<file path="config.mk">
export PLATFORM = sky130hd
export DESIGN_NAME = bounded_multiset_table
export DESIGN_NICKNAME = d
export VERILOG_FILES = /design/src/sv/bmt_pkg.sv /design/src/sv/bmt_ram.sv /design/src/sv/bmt_engine.sv /design/src/sv/bounded_multiset_table.sv
export VERILOG_INCLUDE_DIRS = /design/src /design/src/sv
export SDC_FILE = /design/constraint.sdc
export NUM_CORES = 1
export LEC_CHECK = 0
export ABC_AREA = 0
export BUFFER_PORTS_ARGS = -buffer_cell sky130_fd_sc_hd__buf_4
export CAP_MARGIN = 0
export CORE_MARGIN = 2
export CORE_UTILIZATION = 25
export DETAILED_ROUTE_END_ITERATION = 12
export PLACE_DENSITY_LB_ADDON = 0.2
export SLEW_MARGIN = 25
export SYNTH_ARGS = -nofsm -noshare
export SYNTH_HDL_FRONTEND = slang
export SYNTH_SLANG_ARGS = --single-unit
</file>
<file path="constraint.sdc">
create_clock -name clock -period 5 [get_ports clock]
set_input_delay 0.5 -clock clock [delete_from_list [all_inputs] [get_ports clock]]
set_output_delay 0.5 -clock clock [all_outputs]
set_load 0.02 [all_outputs]
</file>
<file path="src/sv/assert_macros.svh">
// Assertion macros shared by the RTL of the bag table.
// Included by modules that carry concurrent checks; no other dependencies.
`ifndef ASSERT_MACROS_SVH
`define ASSERT_MACROS_SVH

// Property must hold at every clock edge outside reset.
`define ASSERT_HOLDS(label, clk, rst, prop, msg) \
   label: assert property (@(posedge clk) disable iff (rst) (prop)) else $error(msg);

// Condition must never be true outside reset.
`define ASSERT_NEVER(label, clk, rst, cond, msg) \
   `ASSERT_HOLDS(label, clk, rst, !(cond), msg)

`endif

</file>
<file path="src/sv/bmt_pkg.sv">
// Package for the bag table: operation codes, sequencer states, result record.
// No dependencies; used by bmt_engine and bounded_multiset_table.
`timescale 1ns / 1ps

package bmt_pkg;

   localparam int OP_W       = 3;
   localparam int COUNT_W    = 5;
   localparam int OUT_ITEM_W = 32;

   typedef logic [OP_W-1:0] op_type;

   localparam op_type OP_ADD    = 3'd0;
   localparam op_type OP_REMOVE = 3'd1;
   localparam op_type OP_COUNT  = 3'd2;
   localparam op_type OP_CLEAR  = 3'd3;
   localparam op_type OP_LIST   = 3'd4;

   typedef enum logic [2:0] {
      ST_IDLE,
      ST_SCAN,
      ST_MOVE,
      ST_LIST,
      ST_RESULT
   } state_type;

   typedef struct packed {
      logic                  success;
      logic [COUNT_W-1:0]    match_count;
      logic [COUNT_W-1:0]    size_after;
      logic [OUT_ITEM_W-1:0] item_out;
      logic                  item_valid;
      logic                  last;
   } result_type;

endpackage

</file>
<file path="src/sv/bmt_ram.sv">
// Generic single-clock RAM: one write port, one read port with registered data.
// No dependencies.
`timescale 1ns / 1ps

module bmt_ram #(
   parameter  int WIDTH  = 32,
   parameter  int DEPTH  = 16,
   localparam int ADDR_W = (DEPTH > 1) ? $clog2(DEPTH) : 1
) (
   input  logic              clock,
   input  logic              wr_en,
   input  logic [ADDR_W-1:0] wr_addr,
   input  logic [WIDTH-1:0]  wr_data,
   input  logic              rd_en,
   input  logic [ADDR_W-1:0] rd_addr,
   output logic [WIDTH-1:0]  rd_data
);

   logic [WIDTH-1:0] mem [DEPTH];
   logic [WIDTH-1:0] rd_data_ff;

   always_ff @(posedge clock) begin
      if (wr_en) begin
         mem[wr_addr] <= wr_data;
      end
      if (rd_en) begin
         rd_data_ff <= mem[rd_addr];
      end
   end

   assign rd_data = rd_data_ff;

endmodule

</file>
<file path="src/sv/bmt_engine.sv">
// Sequencer of the bag table: entry count, memory walk, compare and move.
// Depends on bmt_pkg and assert_macros.svh; drives one bmt_ram instance.
`timescale 1ns / 1ps
`include "assert_macros.svh"

module bmt_engine #(
   parameter  int CAPACITY   = 16,
   parameter  int ITEM_WIDTH = 32,
   localparam int ADDR_W     = (CAPACITY > 1) ? $clog2(CAPACITY) : 1
) (
   input  logic                              clock,
   input  logic                              reset,
   input  logic                              req_valid,
   output logic                              req_ready,
   input  bmt_pkg::op_type                   req_op,
   input  logic [bmt_pkg::OUT_ITEM_W-1:0]    req_value,
   output logic                              res_valid,
   input  logic                              res_ready,
   output bmt_pkg::result_type               res,
   output logic                              wr_en,
   output logic [ADDR_W-1:0]                 wr_addr,
   output logic [ITEM_WIDTH-1:0]             wr_data,
   output logic                              rd_en,
   output logic [ADDR_W-1:0]                 rd_addr,
   input  logic [ITEM_WIDTH-1:0]             rd_data
);

   import bmt_pkg::*;

   localparam int CW = $clog2(CAPACITY + 1);

   state_type             state_ff, state_in;
   logic [CW-1:0]         cnt_ff, cnt_in;
   logic [CW-1:0]         idx_ff, idx_in;
   logic                  chk_ff, chk_in;
   op_type                op_ff, op_in;
   logic [ITEM_WIDTH-1:0] val_ff, val_in;
   logic [CW-1:0]         match_ff, match_in;
   logic [ADDR_W-1:0]     pos_ff, pos_in;
   logic                  ok_ff, ok_in;

   logic [CW-1:0]         idx_dec;
   logic [CW-1:0]         cnt_dec;
   logic [CW-1:0]         match_nx;
   logic                  hit;
   logic                  more;
   logic                  cnt_full;

   // chk_ff: read data for slot idx_ff-1 is on rd_data this cycle
   assign idx_dec  = CW'(idx_ff - 1'b1);
   assign cnt_dec  = CW'(cnt_ff - 1'b1);
   assign hit      = chk_ff && (rd_data == val_ff);
   assign match_nx = hit ? CW'(match_ff + 1'b1) : match_ff;
   assign more     = idx_ff < cnt_ff;
   assign cnt_full = cnt_ff >= CW'(CAPACITY);

   always_ff @(posedge clock) begin
      if (reset) begin
         state_ff <= ST_IDLE;
         cnt_ff   <= '0;
         idx_ff   <= '0;
         chk_ff   <= 1'b0;
      end else begin
         state_ff <= state_in;
         cnt_ff   <= cnt_in;
         idx_ff   <= idx_in;
         chk_ff   <= chk_in;
      end
   end

   always_ff @(posedge clock) begin
      op_ff    <= op_in;
      val_ff   <= val_in;
      match_ff <= match_in;
      pos_ff   <= pos_in;
      ok_ff    <= ok_in;
   end

   always_comb begin
      state_in  = state_ff;
      cnt_in    = cnt_ff;
      idx_in    = idx_ff;
      chk_in    = chk_ff;
      op_in     = op_ff;
      val_in    = val_ff;
      match_in  = match_ff;
      pos_in    = pos_ff;
      ok_in     = ok_ff;
      req_ready = 1'b0;
      rd_en     = 1'b0;
      rd_addr   = idx_ff[ADDR_W-1:0];
      wr_en     = 1'b0;
      wr_addr   = cnt_ff[ADDR_W-1:0];
      wr_data   = val_ff;
      res_valid = 1'b0;
      res       = '0;
      res.size_after = COUNT_W'(cnt_ff);

      case (state_ff)
         ST_IDLE: begin
            req_ready = 1'b1;
            if (req_valid) begin
               op_in    = req_op;
               val_in   = ITEM_WIDTH'(req_value);
               idx_in   = '0;
               chk_in   = 1'b0;
               match_in = '0;
               ok_in    = 1'b0;
               state_in = ST_RESULT;
               case (req_op)
                  OP_ADD: begin
                     if (!cnt_full) begin
                        wr_en   = 1'b1;
                        wr_addr = cnt_ff[ADDR_W-1:0];
                        wr_data = ITEM_WIDTH'(req_value);
                        cnt_in  = CW'(cnt_ff + 1'b1);
                        ok_in   = 1'b1;
                     end
                  end
                  OP_REMOVE, OP_COUNT: begin
                     state_in = ST_SCAN;
                  end
                  OP_CLEAR: begin
                     cnt_in = '0;
                     ok_in  = 1'b1;
                  end
                  OP_LIST: begin
                     ok_in = 1'b1;
                     if (cnt_ff != '0) begin
                        state_in = ST_LIST;
                     end
                  end
                  default: begin
                     ok_in = 1'b0;
                  end
               endcase
            end
         end

         ST_SCAN: begin
            if ((op_ff == OP_REMOVE) && hit) begin
               // first match: fetch the last entry to fill the hole
               pos_in   = idx_dec[ADDR_W-1:0];
               rd_en    = 1'b1;
               rd_addr  = cnt_dec[ADDR_W-1:0];
               ok_in    = 1'b1;
               chk_in   = 1'b0;
               state_in = ST_MOVE;
            end else begin
               match_in = match_nx;
               chk_in   = more;
               if (more) begin
                  rd_en  = 1'b1;
                  idx_in = CW'(idx_ff + 1'b1);
               end else begin
                  ok_in    = (match_nx != '0);
                  state_in = ST_RESULT;
               end
            end
         end

         ST_MOVE: begin
            wr_en    = 1'b1;
            wr_addr  = pos_ff;
            wr_data  = rd_data;
            cnt_in   = cnt_dec;
            state_in = ST_RESULT;
         end

         ST_LIST: begin
            res_valid      = chk_ff;
            res.success    = 1'b1;
            res.item_out   = OUT_ITEM_W'(rd_data);
            res.item_valid = 1'b1;
            res.last       = !more;
            if (more && (!chk_ff || res_ready)) begin
               rd_en  = 1'b1;
               idx_in = CW'(idx_ff + 1'b1);
               chk_in = 1'b1;
            end else if (chk_ff && res_ready) begin
               chk_in   = 1'b0;
               state_in = ST_IDLE;
            end
         end

         ST_RESULT: begin
            res_valid       = 1'b1;
            res.success     = ok_ff;
            res.match_count = COUNT_W'(match_ff);
            res.last        = 1'b1;
            if (res_ready) begin
               state_in = ST_IDLE;
            end
         end

         default: begin
            state_in = ST_IDLE;
         end
      endcase
   end

   `ASSERT_HOLDS(a_cnt_bound, clock, reset, cnt_ff <= CW'(CAPACITY), "entry count above capacity")
   `ASSERT_NEVER(a_rw_same_slot, clock, reset, wr_en && rd_en && (wr_addr == rd_addr), "read and write hit one slot")
   `ASSERT_HOLDS(a_move_shrinks, clock, reset, (state_ff == ST_MOVE) |=> (cnt_ff == $past(cnt_dec)), "remove did not shrink count")
   `ASSERT_NEVER(a_chk_idx, clock, reset, chk_ff && (idx_ff == '0) && ((state_ff == ST_SCAN) || (state_ff == ST_LIST)), "pending read without issued slot")

endmodule

</file>
<file path="src/sv/bounded_multiset_table.sv">
// Top level of the bag table: slot memory, sequencer and result output register.
// Depends on bmt_pkg, bmt_ram and bmt_engine.
`timescale 1ns / 1ps

// Fixed-capacity bag of values held in one single-port-read slot memory.
// Add, clear and unused operation codes need no memory walk. Count walks all
// entries held and remove walks them up to its first match; list streams one
// entry per cycle while the output is not stalled. The walk is paced by the
// single read port of the slot memory, which it visits one slot per cycle.
// Slots are only read below the entry count, so no clearing pass runs after
// reset. The result register lets a new transaction be taken while the
// previous result still waits.
module bounded_multiset_table #(
   parameter int CAPACITY   = 16,
   parameter int ITEM_WIDTH = 32
) (
   input  logic        clock,
   input  logic        reset,
   input  logic        req_tvalid,
   output logic        req_tready,
   input  logic [31:0] req_tdata,   // [31:0] item_value
   input  logic [2:0]  req_tuser,   // [2:0] operation
   output logic        rsp_tvalid,
   input  logic        rsp_tready,
   output logic [47:0] rsp_tdata,   // [0] success, [5:1] match_count, [10:6] size_after,
                                    // [42:11] item_out, [47:43] zero
   output logic        rsp_tuser,   // [0] item_valid
   output logic        rsp_tlast
);

   import bmt_pkg::*;

   localparam int ADDR_W = (CAPACITY > 1) ? $clog2(CAPACITY) : 1;
   localparam int PAD_W  = 48 - (1 + 2 * COUNT_W + OUT_ITEM_W);

   logic                  wr_en;
   logic [ADDR_W-1:0]     wr_addr;
   logic [ITEM_WIDTH-1:0] wr_data;
   logic                  rd_en;
   logic [ADDR_W-1:0]     rd_addr;
   logic [ITEM_WIDTH-1:0] rd_data;
   logic                  res_valid;
   logic                  res_ready;
   result_type            res;
   logic                  rsp_valid_ff;
   result_type            rsp_data_ff;

   bmt_ram #(
      .WIDTH (ITEM_WIDTH),
      .DEPTH (CAPACITY)
   ) u_slots (
      .clock   (clock),
      .wr_en   (wr_en),
      .wr_addr (wr_addr),
      .wr_data (wr_data),
      .rd_en   (rd_en),
      .rd_addr (rd_addr),
      .rd_data (rd_data)
   );

   bmt_engine #(
      .CAPACITY   (CAPACITY),
      .ITEM_WIDTH (ITEM_WIDTH)
   ) u_engine (
      .clock     (clock),
      .reset     (reset),
      .req_valid (req_tvalid),
      .req_ready (req_tready),
      .req_op    (req_tuser),
      .req_value (req_tdata),
      .res_valid (res_valid),
      .res_ready (res_ready),
      .res       (res),
      .wr_en     (wr_en),
      .wr_addr   (wr_addr),
      .wr_data   (wr_data),
      .rd_en     (rd_en),
      .rd_addr   (rd_addr),
      .rd_data   (rd_data)
   );

   assign res_ready = !rsp_valid_ff || rsp_tready;

   always_ff @(posedge clock) begin
      if (reset) begin
         rsp_valid_ff <= 1'b0;
      end else if (res_ready) begin
         rsp_valid_ff <= res_valid;
      end
   end

   always_ff @(posedge clock) begin
      if (res_valid && res_ready) begin
         rsp_data_ff <= res;
      end
   end

   assign rsp_tvalid = rsp_valid_ff;
   assign rsp_tdata  = {{PAD_W{1'b0}}, rsp_data_ff.item_out, rsp_data_ff.size_after,
                        rsp_data_ff.match_count, rsp_data_ff.success};
   assign rsp_tuser  = rsp_data_ff.item_valid;
   assign rsp_tlast  = rsp_data_ff.last;

endmodule

</file>
== Word level (Yosys, flattened, before mapping) ==
Memories as Yosys holds them, arrays and structs flattened. A register that Yosys moved wholly into a read port is not among the register bits.
Index checks and enable logic that the tools add are counted.

* Input bits: 39
* Output and inout port bits: 52
* Memory bits (writable): 512
* Memories kept: 1
* Word-level logic and storage cells: 125
* Flip-flop bits (word level): 105

* Equal/unequal tests: 21
* Order comparisons: 2
* $add $sub $neg: 5
* Muxes and demuxes: 53
* Reductions and logical operators: 27

{| class="wikitable"
|+ Memories
! memory !! words !! bits a word !! rd ports !! clocked after memory_dff !! write ports !! line !! source
|-
| u_slots.mem || 16 || 32 || 1 || 1 || 1 || bmt_ram.sv:19 || <nowiki>logic [WIDTH-1:0] mem [DEPTH];</nowiki>
|}

{| class="wikitable"
|+ Operators with widths
! cell !! number
|-
| $mux 32 || 3
|-
| $pmux 32 s2 || 1
|-
| $mux 5 || 8
|-
| $eq 32x32->1 || 1
|-
| $pmux 5 s2 || 3
|-
| $mux 3 || 7
|-
| $mux 1 || 17
|-
| $add 5x1->5 const B || 3
|-
| $pmux 3 s5 || 1
|-
| $pmux 5 s3 || 1
|-
| $pmux 1 s2 || 7
|-
| $eq 3x2->1 const B || 4
|-
| $mux 4 || 3
|-
| $reduce_and 5->1 || 2
|-
| $reduce_bool 5->1 || 2
|-
| $eq 3x1->1 const B || 3
|-
| $ne 3x3->1 const B || 3
|-
| $reduce_and 3->1 || 3
|-
| $ne 2x2->1 const B || 4
|-
| $eq 3x3->1 const B || 2
|-
| $logic_not 3->1 || 2
|-
| $ne 2x1->1 const B || 3
|-
| $pmux 3 s2 || 1
|-
| $ge 5x5->1 const B || 1
|-
| 13 further kinds || 23
|}

== Logic depth before layout (Yosys ltp) ==
Gate-level depths: netlist of run 1.

* Depth after elaboration: 7
* Mapped depth: 10
* Depth with buffers taken out: 9

== By module ==
Synthesis of run 1 repeated with hierarchy kept, for this count alone.

* Cells, all modules: 1315
* Area, all modules: 25468.2 um2

{| class="wikitable"
|+ By module, submodules not included
! module !! cells an instance !! times used !! seq. area each (um2) !! area each (um2)
|-
| bmt_ram || 838 || 1 || 16335.7 || 20155.6
|-
| bmt_engine || 421 || 1 || 1631.6 || 3865.0
|-
| bounded_multiset_table || 56 || 1 || 1371.3 || 1447.6
|}

== Worst setup path before layout of run 1 ==
No wires, ideal clock.

* Kind: reg2reg
* Start point: register u_engine.state_ff[2]
* End point: memory u_slots.mem[12][0] (enable)
* Data arrival time: 4.198 ns
* Period minus slack after synthesis: 4.619 ns
* Library setup time: 0.421 ns
* Slack: 0.381 ns
* Stages on the path, launching flop included: 8
* Path buffers: 1
* Required time: 4.579 ns
* Path through: dfxtp_1 or2_2 clkbuf_1 nor2_1 nand2_1 nand2_1 o21ai_0 nor2_1

* Longest elaborated chain between the ends: 4
* Elaborated cells between the ends (all ways): 6
* Those cells by class: eq/ne (1); mux (4); reduce/logical (1)

{| class="wikitable"
|+ RTL lines
! element !! line !! source
|-
| from (decl) || bmt_engine.sv:32 || <nowiki>state_type state_ff, state_in;</nowiki>
|-
| from (signal assigned) || bmt_engine.sv:64 || <nowiki>state_ff <= state_in;</nowiki>
|-
| $eq 3x2->1 or $logic_not 3->1 (tied branches) || bmt_engine.sv:99 || <nowiki>case (state_ff)</nowiki>
|-
| $pmux 1 s2 || bmt_engine.sv:99 ||
|-
| $mux 1 || bmt_ram.sv:23 || <nowiki>if (wr_en) begin</nowiki>
|-
| $mux 1 (implied by the code) || bmt_ram.sv:24 || <nowiki>mem[wr_addr] <= wr_data;</nowiki>
|-
| to (decl) || bmt_ram.sv:19 ||
|}

Several ways; a longest one is shown, not always the timed one.

== Worst setup path in the final report of run 1 ==
* Start point: register u_slots.rd_data_ff[3], in the netlist u_slots.rd_data[3], read port of u_slots.mem
* End point: register u_slots.rd_data_ff[15], in the netlist u_slots.rd_data[15], read port of u_slots.mem, data pin

* Longest elaborated chain between the ends: 5
* Elaborated cells between the ends (all ways): 7
* Those cells by class: eq/ne (1); mux (4); reduce/logical (2)

{| class="wikitable"
|+ RTL lines
! element !! line !! source
|-
| from (decl) || bmt_ram.sv:20 || <nowiki>logic [WIDTH-1:0] rd_data_ff;</nowiki>
|-
| $eq 32x32->1 * || bmt_engine.sv:52 || <nowiki>assign hit = chk_ff && (rd_data == val_ff);</nowiki>
|-
| $logic_and 1x1->1 * || bmt_engine.sv:52 ||
|-
| $logic_and 1x1->1 * || bmt_engine.sv:141 || <nowiki>if ((op_ff == OP_REMOVE) && hit) begin</nowiki>
|-
| $mux 1 or $mux 4 (tied branches) || bmt_engine.sv:141 ||
|-
| $pmux 1 s2 or $mux 4 (tied branches) || bmt_engine.sv:99 ||
|}

Mark *: on every way between the ends. The rest lies on a longest branch, timed or not.
A chain may end at the register's enable or synchronous reset.

==> summary.md, run 1 <==
| Metric | Value |
|---|---|
| Slew of the pin with the lowest slew margin | 0.9761 ns |
| Ranking of synthesized cells by area | edfxtp_1 73%, mux2i_1 10%, o22ai_1 3.1% |
| Yosys warns | 0 |
| # resized after CTS | 0 |
| RePlAce Congestion | 0.7621 |
| Final setup vio count | 0 |
| Max Freq | 203.5 MHz |
| Site row count | 118 |
| Detail Route Antenna Nets | 0 |
| #FFs+latches synth | 649 |
| Seq/Total Area, Yosys | 74.19% |
| Worst vdd ir | 0.3013 mV |
| Worst-skew pair later-pin latency | 0.63 ns |
| DRT iter0 DRCs | 1374 |
| H-tree depth | 3 |
| Nets@finish | 1793 |
| Final period demand of the worst path | 4.914 ns |
| Maxcap violations | 0 |
| Slowest cell delay on critical path | 0.78 ns |
| Via density | 4.739 |
| Post-Route WL | 79.75 mm |
| RSZ-0062 raised after global routing | no |
| Count of final max-slew check failures | 0 |
| Die Span Y | 326.9 um |
| Status | finished, final reports clean |
| Detailed-route via count | 15090 |
| Port Buffer Count | 85 |
| Sink Count | 649 |
| CTS tree | yes |
| Core Area | 103500 um^2 |
| Worst-path clk slew | 0.06 ns |
| Crit. End Element | flip-flop |
| Asr flop ratio synth | 0% |
| Area of the mapped netlist | 26060 um^2 |
| Crit path max-delay cell type | nor4b_1 |
| Critical Path RT | 5.36 ns |
| Final Hold Fails | 0 |
| Hold_buf cts | 0 |
| CP Max Fanout | 41 |
| Post-layout util | 30.34% |
| Area leader, netlist | edfxtp_1 |
| Average size of a mapped cell | 16.50 um^2 |
| Most common cell in the netlist | edfxtp_1 |
| Synth top area share | 73.04% |
| IO Count | 91 |
| Bufs on Longest Clock Path | 3 |
| Root Driver | clkbuf_16 |
| Post-DP HPWL | 44.82 mm |
| Post-CTS setup buffer count | 0 |
| CP Cell Sequence | xor2_1 -> or4_1 -> nor4b_1 -> nand4_1 -> mux2i_4 -> buf_12 -> buf_12 -> mux2i_1 -> o22ai_1 -> or4_1 |
| Die X | 326.9 um |
| Final worst path period share | 98.28% |
| Commonest cells in the netlist | 634 x edfxtp_1, 263 x mux2i_1, 128 x o22ai_1, 64 x a22oi_1, 48 x nor2_1 |
| Congestion Overflow GR | 0 |
| Largest net degree at the start of global routing | 59 |
| Area grow syn2layout | 20.47% |
| EDFF count, synth | 634 |
| Number of global-route vias before repair | 15080 |
| Yosys cell types | 56 |
| Kind of critical path | reg -> reg |
| CTS Buf Count | 76 |
| PwrDens | 562.1 nW/um^2 |
| DRC violations left | 0 |
| Initial antenna violation count | 1 |
| Share of layout cells above drive strength 1 | 17.52% |
| Gate Count Post-Synth | 1580 |
| Max-slew headroom | 34.62% |
| Ys flop type | edfxtp_1 |
| DRT Pass-1 Iters | 7 |
| HP Class | in -> reg |
| TNS Setup | 0 ns |
| Tot GR Track Use | 14.69% |
| Mean routed wirelength per cell | 25.04 um |
| LEAKAGE | 11.45 nW |
| CP Data Arrival Time | 5.27 ns |
| Initial core utilization | 25.18% |
| Die footprint | 106900 um^2 |
| First-pass GRT wire length | 112.4 mm |
| Startpoint Class | flip-flop |
| Clock Skew | 0.04088 ns |
-- stage by stage --
stage	total power, mW	std cells	setup slack [ns]	hold slack, ns	area, um^2
global placement	12.42	3047	0.3646	0.4897	29040
detailed placement	12.51	3047	0.2454	0.5110	29040
CTS	17.83	3184	0.2104	0.01202	31400
finish	17.65	3185	0.08579	0.05388	31400
floorplan	10.53	1584	0.3806	0.4064	26080
global route	18.41	3184	0.01074	0.01420	31400
-- layout make-up --
cell class / instances / area (um^2)
well taps: 1380 / 1727
flip-flops and latches: 649 / 19340
inverters: 15 / 56.30
diodes: 1 / 2.502
clock inverters: 40 / 356.6
multi-input cells: 829 / 6410
fillers: 10140 / 72100
repair buffers: 174 / 1506
clock buffers: 97 / 2002
-- final timing paths --
path                                    startpoint                  end  slack (ns)  cells past startpoint
worst max register to register  u_slots.rd_data[3]  u_slots.rd_data[15]        0.09                     10
worst min-delay path                  req_tdata[9]   u_engine.val_ff[9]        0.05                      1
worst max-delay path            u_slots.rd_data[3]  u_slots.rd_data[15]        0.09                     10
worst min register to register  u_engine.idx_ff[4]   u_engine.idx_ff[4]        0.52                      2
-- registers in the layout, summed over array words and instances, names as in the netlist, 3 cells and up --
signal,cells
u_slots.mem,512
u_engine.idx_ff,5
u_engine.val_ff,32
u_engine.op_ff,3
u_engine.match_ff,5
u_engine.cnt_ff,5
u_slots.rd_data,32
rsp_tdata,43
u_engine.pos_ff,4
u_engine.state_ff,3
-- placed cells by master (no fill, tap or decap), types with 3 or more instances in the layout --
master,netlist,routed
a21o_1,3,3
inv_1,15,15
edfxtp_1,634,634
xnor2_1,27,27
o21ai_0,47,47
dfxtp_1,15,14
a22oi_1,64,64
and2_1,38,38
clkinv_2,0,12
or4_1,36,36
conb_1,1,5
a211oi_1,4,4
buf_4,10,158
bufinv_16,0,4
nor2_4,0,20
o22ai_1,128,128
or3_1,4,4
nor3b_1,3,3
nor3_1,17,17
xor2_1,15,15
clkbuf_1,37,20
clkinv_1,0,16
nand2_1,23,19
a311oi_1,4,4
a21oi_1,26,26
a31oi_1,5,5
nor2_1,48,28
ha_1,9,9
mux2i_1,263,262
nand2b_1,6,6
nand2_2,6,10
nand3_1,6,6
clkbuf_16,0,77
buf_12,0,16
nand4_1,13,13
-- routing by layer --
metal / track usage [%] / part of all wire (%) / wire, um
met5: 0 / 0 / 0
met4: 3.560 / 2.1 / 1637
met3: 2.652 / 5.5 / 4418
met2: 22.82 / 45 / 35800
met1: 21.22 / 48 / 37890
-- report_power, final --
part | switching [mW] | internal, mW
registers | 0.284 | 7.48
logic | 3.06 | 1.55
clock network | 2.22 | 3.05
-- worst max-delay path, delay by kind of cell (launching register included) --
kind,cells,cell delay (ns)
AOI/OAI and AO/OA,1,0.12
xor gates and xnor gates,1,0.26
buffers and inverters,2,0.64
DFF,1,0.52
muxes,2,0.75
and+or+nand+nor,4,2.28
-- logic make-up after synthesis --
| logic type | count (synthesis) | synth area share (%) |
|---|---|---|
| AO/OA/AOI/OAI | 294 | 7.172 |
| XOR/XNOR | 42 | 1.411 |
| adder cells (fa/ha/maj) | 9 | 0.4320 |
| buffers and inverters | 106 | 1.934 |
| flip-flops | 649 | 74.19 |
| multiplexers | 265 | 10.19 |
| other | 1 | 0.01439 |
| AND/OR/NAND/NOR | 214 | 4.656 |
No activity file was read; power rests on OpenSTA's default activity.
==> run 2, diff against run 1 <==
--- a/config.mk
+++ b/config.mk
@@ -13,6 +13,7 @@
 export CORE_UTILIZATION = 25
 export DETAILED_ROUTE_END_ITERATION = 12
 export PLACE_DENSITY_LB_ADDON = 0.2
+export RECOVER_POWER = 25
 export SLEW_MARGIN = 25
 export SYNTH_ARGS = -nofsm -noshare
 export SYNTH_HDL_FRONTEND = slang
==> run 2 against run 1 <==
  * The run now ends with capacitance limit, slew limit left
  * First-iteration DRC count is 1.7% higher
  * Register-to-register slack better by 0.02 ns
  * Final cell count hardly changed
  * Global-route usage stayed put
  * Flip-flop and latch count stayed put
  * Die area stayed put
==> summary.md, run 2 (synthesis gave the netlist of run 1 again) <==
| Metric | Value |
|---|---|
| Initial core utilization | 25.18% |
| Die footprint | 106900 um^2 |
| Worst path top cell family by delay | simple AND/OR/NAND/NOR gates |
| Crit. End Element | flip-flop |
| R2R depth | 10 |
| CTS tree | yes |
| Kind of critical path | reg -> reg |
| LEAKAGE | 11.10 nW |
| RSZ-0062 raised after global routing | no |
| Area grow syn2layout | 19.15% |
| TNS Setup | 0 ns |
| First-pass GRT wire length | 112.4 mm |
| Fill count | 10220 |
| Post-Route WL | 79.87 mm |
| DRT iter0 DRCs | 1397 |
| Critical Path RT | 5.36 ns |
| Buf/Inv on CP | 2 |
| CP Cell Sequence | xor2_1 -> or4_1 -> nor4b_1 -> nand4_1 -> mux2i_4 -> buf_12 -> buf_12 -> mux2i_1 -> o22ai_1 -> or4_1 |
| RePlAce Congestion | 0.7621 |
| Tot GR Track Use | 14.69% |
| Failing checks | capacitance limit, slew limit |
| Hold path depth | 1 |
| Site row count | 118 |
| Status | finished, violations left |
| PwrDens | 564.0 nW/um^2 |
| Largest net degree at the start of global routing | 59 |
| Reg2reg setup slack | 0.11 ns |
| CP Data Arrival Time | 5.25 ns |
| Root Driver | clkbuf_16 |
| Final period demand of the worst path | 4.894 ns |
| CP Max Fanout | 41 |
| Detailed-route via count | 15170 |
| Mean routed wirelength per cell | 25.07 um |
| Commonest non-fill, non-tap cells in the layout | 634 x edfxtp_1, 262 x mux2i_1, 128 x o22ai_1 |
| Post-CTS setup buffer count | 0 |
| Initial antenna violation count | 1 |
| Congestion Overflow GR | 0 |
| Die Span Y | 326.9 um |
| DRC violations left | 0 |
| WP depth | 10 |
| Post-layout util | 30.01% |
| Final setup vio count | 0 |
| Slowest cell delay on critical path | 0.76 ns |
| Max-slew headroom | -78.16% |
| Final worst path period share | 97.88% |
| Biggest register | u_slots.mem |
| Startpoint Class | flip-flop |
| Port Buffer Count | 85 |
| HP Class | in -> reg |
| Crit path max-delay cell type | nor4b_1 |
| CTS Buf Count | 76 |
| Bufs on Longest Clock Path | 3 |
| H-tree depth | 3 |
| Nets@finish | 1793 |
| Most common cell after layout, fill and taps aside | edfxtp_1 |
| Final Non-Filler Cells | 3186 |
| Core Area | 103500 um^2 |
| Detail Route Antenna Nets | 0 |
| IO Count | 91 |
| Max Freq | 204.3 MHz |
| # resized after CTS | 0 |
| Die X | 326.9 um |
| Post-DP HPWL | 44.82 mm |
| Count of final max-slew check failures | 112 |
| Final Hold Fails | 0 |
| Placed Cells | 3047 |
| Sink Count | 649 |
| Clock Skew | 0.04185 ns |
| Slew of the pin with the lowest slew margin | 2.672 ns |
| Number of global-route vias before repair | 15080 |
| Max reg flops | 512 |
| Worst-path clk slew | 0.06 ns |
| Maxcap violations | 4 |
| Share of layout cells above drive strength 1 | 12.42% |
| Worst vdd ir | 0.2976 mV |
| Worst-skew pair later-pin latency | 0.63 ns |
| Hold_buf cts | 0 |
| DRT Pass-1 Iters | 6 |
| Via density | 4.761 |
run 2: final timing paths:
path	startpoint	endpoint
setup reg to reg	u_slots.rd_data[3]	u_slots.rd_data[15]
hold / removal	req_tdata[9]	u_engine.val_ff[9]
hold reg to reg	u_engine.idx_ff[4]	u_engine.idx_ff[4]
setup / recovery	u_slots.rd_data[3]	u_slots.rd_data[15]
run 2: layout make-up:
| class | count | area [um^2] | share of cell area (%) |
|---|---|---|---|
| flip-flops and latches | 649 | 19340 | 62.27 |
| multi-input cells | 829 | 6394 | 20.59 |
| clock buffers | 97 | 2002 | 6.446 |
| well taps | 1380 | 1727 | 5.560 |
| repair buffers | 174 | 1177 | 3.791 |
| clock inverters | 40 | 356.6 | 1.148 |
| inverters | 15 | 56.30 | 0.1813 |
| diodes | 2 | 5.005 | 0.01612 |
run 2: layer usage:
metal | routed length, um | track usage [%]
met2 | 35790 | 22.82
met1 | 38090 | 21.22
met3 | 4333 | 2.652
met4 | 1660 | 3.560
met5 | 0 | 0
run 2: metrics by stage:
stage / instance area [um^2] / hold slack, ns / setup WS, ns / power [mW]
after floorplan: 26080 / 0.4064 / 0.3806 / 10.53
after global placement: 29040 / 0.4897 / 0.3646 / 12.42
after detailed placement: 29040 / 0.5110 / 0.2454 / 12.51
after CTS: 31400 / 0.01202 / 0.2104 / 17.83
after global routing: 31050 / 0.03895 / 0.01013 / 18.28
final: 31060 / 0.07531 / 0.1062 / 17.52
run 2: power breakdown:
| group | switching, mW | internal, mW | total (mW) |
|---|---|---|---|
| clock | 2.22 | 3.05 | 5.27 |
| combinational | 3.06 | 1.42 | 4.47 |
| sequential | 0.284 | 7.49 | 7.77 |
==> run 3, diff against run 2 <==
--- a/config.mk
+++ b/config.mk
@@ -7,7 +7,7 @@
 export NUM_CORES = 1
 export LEC_CHECK = 0
 export ABC_AREA = 0
-export BUFFER_PORTS_ARGS = -buffer_cell sky130_fd_sc_hd__buf_4
+export BUFFER_PORTS_ARGS = -buffer_cell sky130_fd_sc_hd__buf_2
 export CAP_MARGIN = 0
 export CORE_MARGIN = 2
 export CORE_UTILIZATION = 25
==> run 3 against run 2 <==
  * Final cell count fell by 0.38%
  * Critical path type unchanged
  * Clock-buffer cell count fell by 2
  * The flow still finishes with violations (capacitance limit, slew limit)
  * Via count fell by 2.0%
==> summary.md, run 3 (synthesis gave the netlist of run 1 again) <==
| Metric | Value |
|---|---|
| Detail Route Antenna Nets | 0 |
| WP depth | 10 |
| # resized after CTS | 0 |
| Placed Cells | 3042 |
| Worst path top cell family by delay | simple AND/OR/NAND/NOR gates |
| CP Data Arrival Time | 4.72 ns |
| PwrDens | 560.3 nW/um^2 |
| Worst vdd ir | 0.3297 mV |
| Pre-CTS setup slack | 0.8129 ns |
| Crit. End Element | flip-flop |
| Post-Route WL | 78.54 mm |
| IO Count | 91 |
| Mean routed wirelength per cell | 24.74 um |
| Max Freq | 228.0 MHz |
| Max reg flops | 512 |
| Hold path depth | 1 |
| Failing checks | capacitance limit, slew limit |
| Clock Skew | 0.03018 ns |
| DRT iter0 DRCs | 1253 |
| Worst-path clk slew | 0.06 ns |
| Max-slew headroom | -74.23% |
| Slew of the pin with the lowest slew margin | 2.614 ns |
| DRC violations left | 0 |
| Root Driver | clkbuf_16 |
| Buf/Inv on CP | 2 |
| RSZ-0062 raised after global routing | no |
| R2R depth | 10 |
| HP Class | in -> reg |
| H-tree depth | 3 |
| Count of final max-slew check failures | 47 |
| CP Max Fanout | 32 |
| RePlAce Congestion | 0.7530 |
| Area grow syn2layout | 18.65% |
| Startpoint Class | flip-flop |
| Post-layout util | 29.88% |
| Maxcap violations | 2 |
| Nets@finish | 1785 |
| Detailed-route via count | 14860 |
| Post-route setup slack | 0.6134 ns |
| Port Buffer Count | 85 |
| Slowest cell delay on critical path | 0.72 ns |
| Final worst path period share | 87.73% |
| Share of layout cells above drive strength 1 | 11.71% |
| Die footprint | 106900 um^2 |
| Sink Count | 649 |
| Number of global-route vias before repair | 14740 |
| Final Hold Fails | 0 |
| Status | finished, violations left |
| Bufs on Longest Clock Path | 3 |
| Critical Path RT | 5.34 ns |
| Initial antenna violation count | 5 |
| LEAKAGE | 11.01 nW |
| Crit path max-delay cell type | xnor2_1 |
| Largest net degree at the start of global routing | 81 |
| TNS Setup | 0 ns |
| Final period demand of the worst path | 4.387 ns |
| Biggest register | u_slots.mem |
| Final Non-Filler Cells | 3174 |
| Die X | 326.9 um |
| Most common cell after layout, fill and taps aside | edfxtp_1 |
| CTS Buf Count | 73 |
| Hold slack final | 0.08288 ns |
| Via density | 4.683 |
| Tot GR Track Use | 14.56% |
| Site row count | 118 |
| CTS tree | yes |
| Post-CTS setup buffer count | 0 |
| Kind of critical path | reg -> reg |
| Worst-skew pair later-pin latency | 0.63 ns |
| Hold_buf cts | 0 |
| Post-DP HPWL | 44.20 mm |
| Core Area | 103500 um^2 |
| CP Cell Sequence | xnor2_1 -> nand4_1 -> or3_1 -> nor4_4 -> clkbuf_1 -> mux2_2 -> nand2_2 -> buf_12 -> o22ai_1 -> or4_1 |
| Die Span Y | 326.9 um |
| Final setup vio count | 0 |
| Commonest non-fill, non-tap cells in the layout | 634 x edfxtp_1, 262 x mux2i_1, 128 x o22ai_1 |
| Initial core utilization | 25.18% |
| DRT Pass-1 Iters | 6 |
| Congestion Overflow GR | 0 |
| First-pass GRT wire length | 110.6 mm |
run 3: cell type report:
type | instances | area (um^2)
fill | 10160 | 72570
sequential | 649 | 19340
multi-input combinational | 829 | 6390
clock buffer | 95 | 1941
tap | 1380 | 1727
timing repair buffer | 169 | 1120
clock inverter | 36 | 352.8
inverter | 15 | 56.30
antenna | 1 | 2.502
run 3: final timing paths:
check                                          from             endpoint  slack (ns)
worst min register to register   u_engine.idx_ff[4]   u_engine.idx_ff[4]        0.50
worst max register to register  u_slots.rd_data[22]  u_slots.rd_data[19]        0.61
worst min-delay path                  req_tdata[13]  u_engine.val_ff[13]        0.08
worst max-delay path            u_slots.rd_data[22]  u_slots.rd_data[19]        0.61
run 3: where the power goes:
part	total, mW	switching, mW	internal [mW]
Sequential	7.77	0.290	7.48
Combinational	4.33	2.96	1.37
Clock	5.23	2.21	3.01
run 3: layer usage:
metal	track usage (%)	part of all wire [%]	up-vias
li1	-	-	6636
met1	20.28	44	7594
met2	22.77	46	531
met3	3.391	7.4	102
met4	3.869	2.4	0
met5	0	0	-
run 3: worst register-to-register path, stage by stage (launching register included):
cell      delay (ns)
edfxtp_1        0.45
xnor2_1         0.72
nand4_1         0.16
or3_1           0.42
nor4_4          0.25
clkbuf_1        0.51
mux2_2          0.44
nand2_2         0.09
buf_12          0.30
o22ai_1         0.15
or4_1           0.62
run 3: per-stage QoR:
stage	power, mW	instance area, um^2
floorplan	10.53	26080
global placement	12.23	28800
detailed placement	12.33	28800
CTS	17.61	31090
global route	18.12	30920
finish	17.33	30930
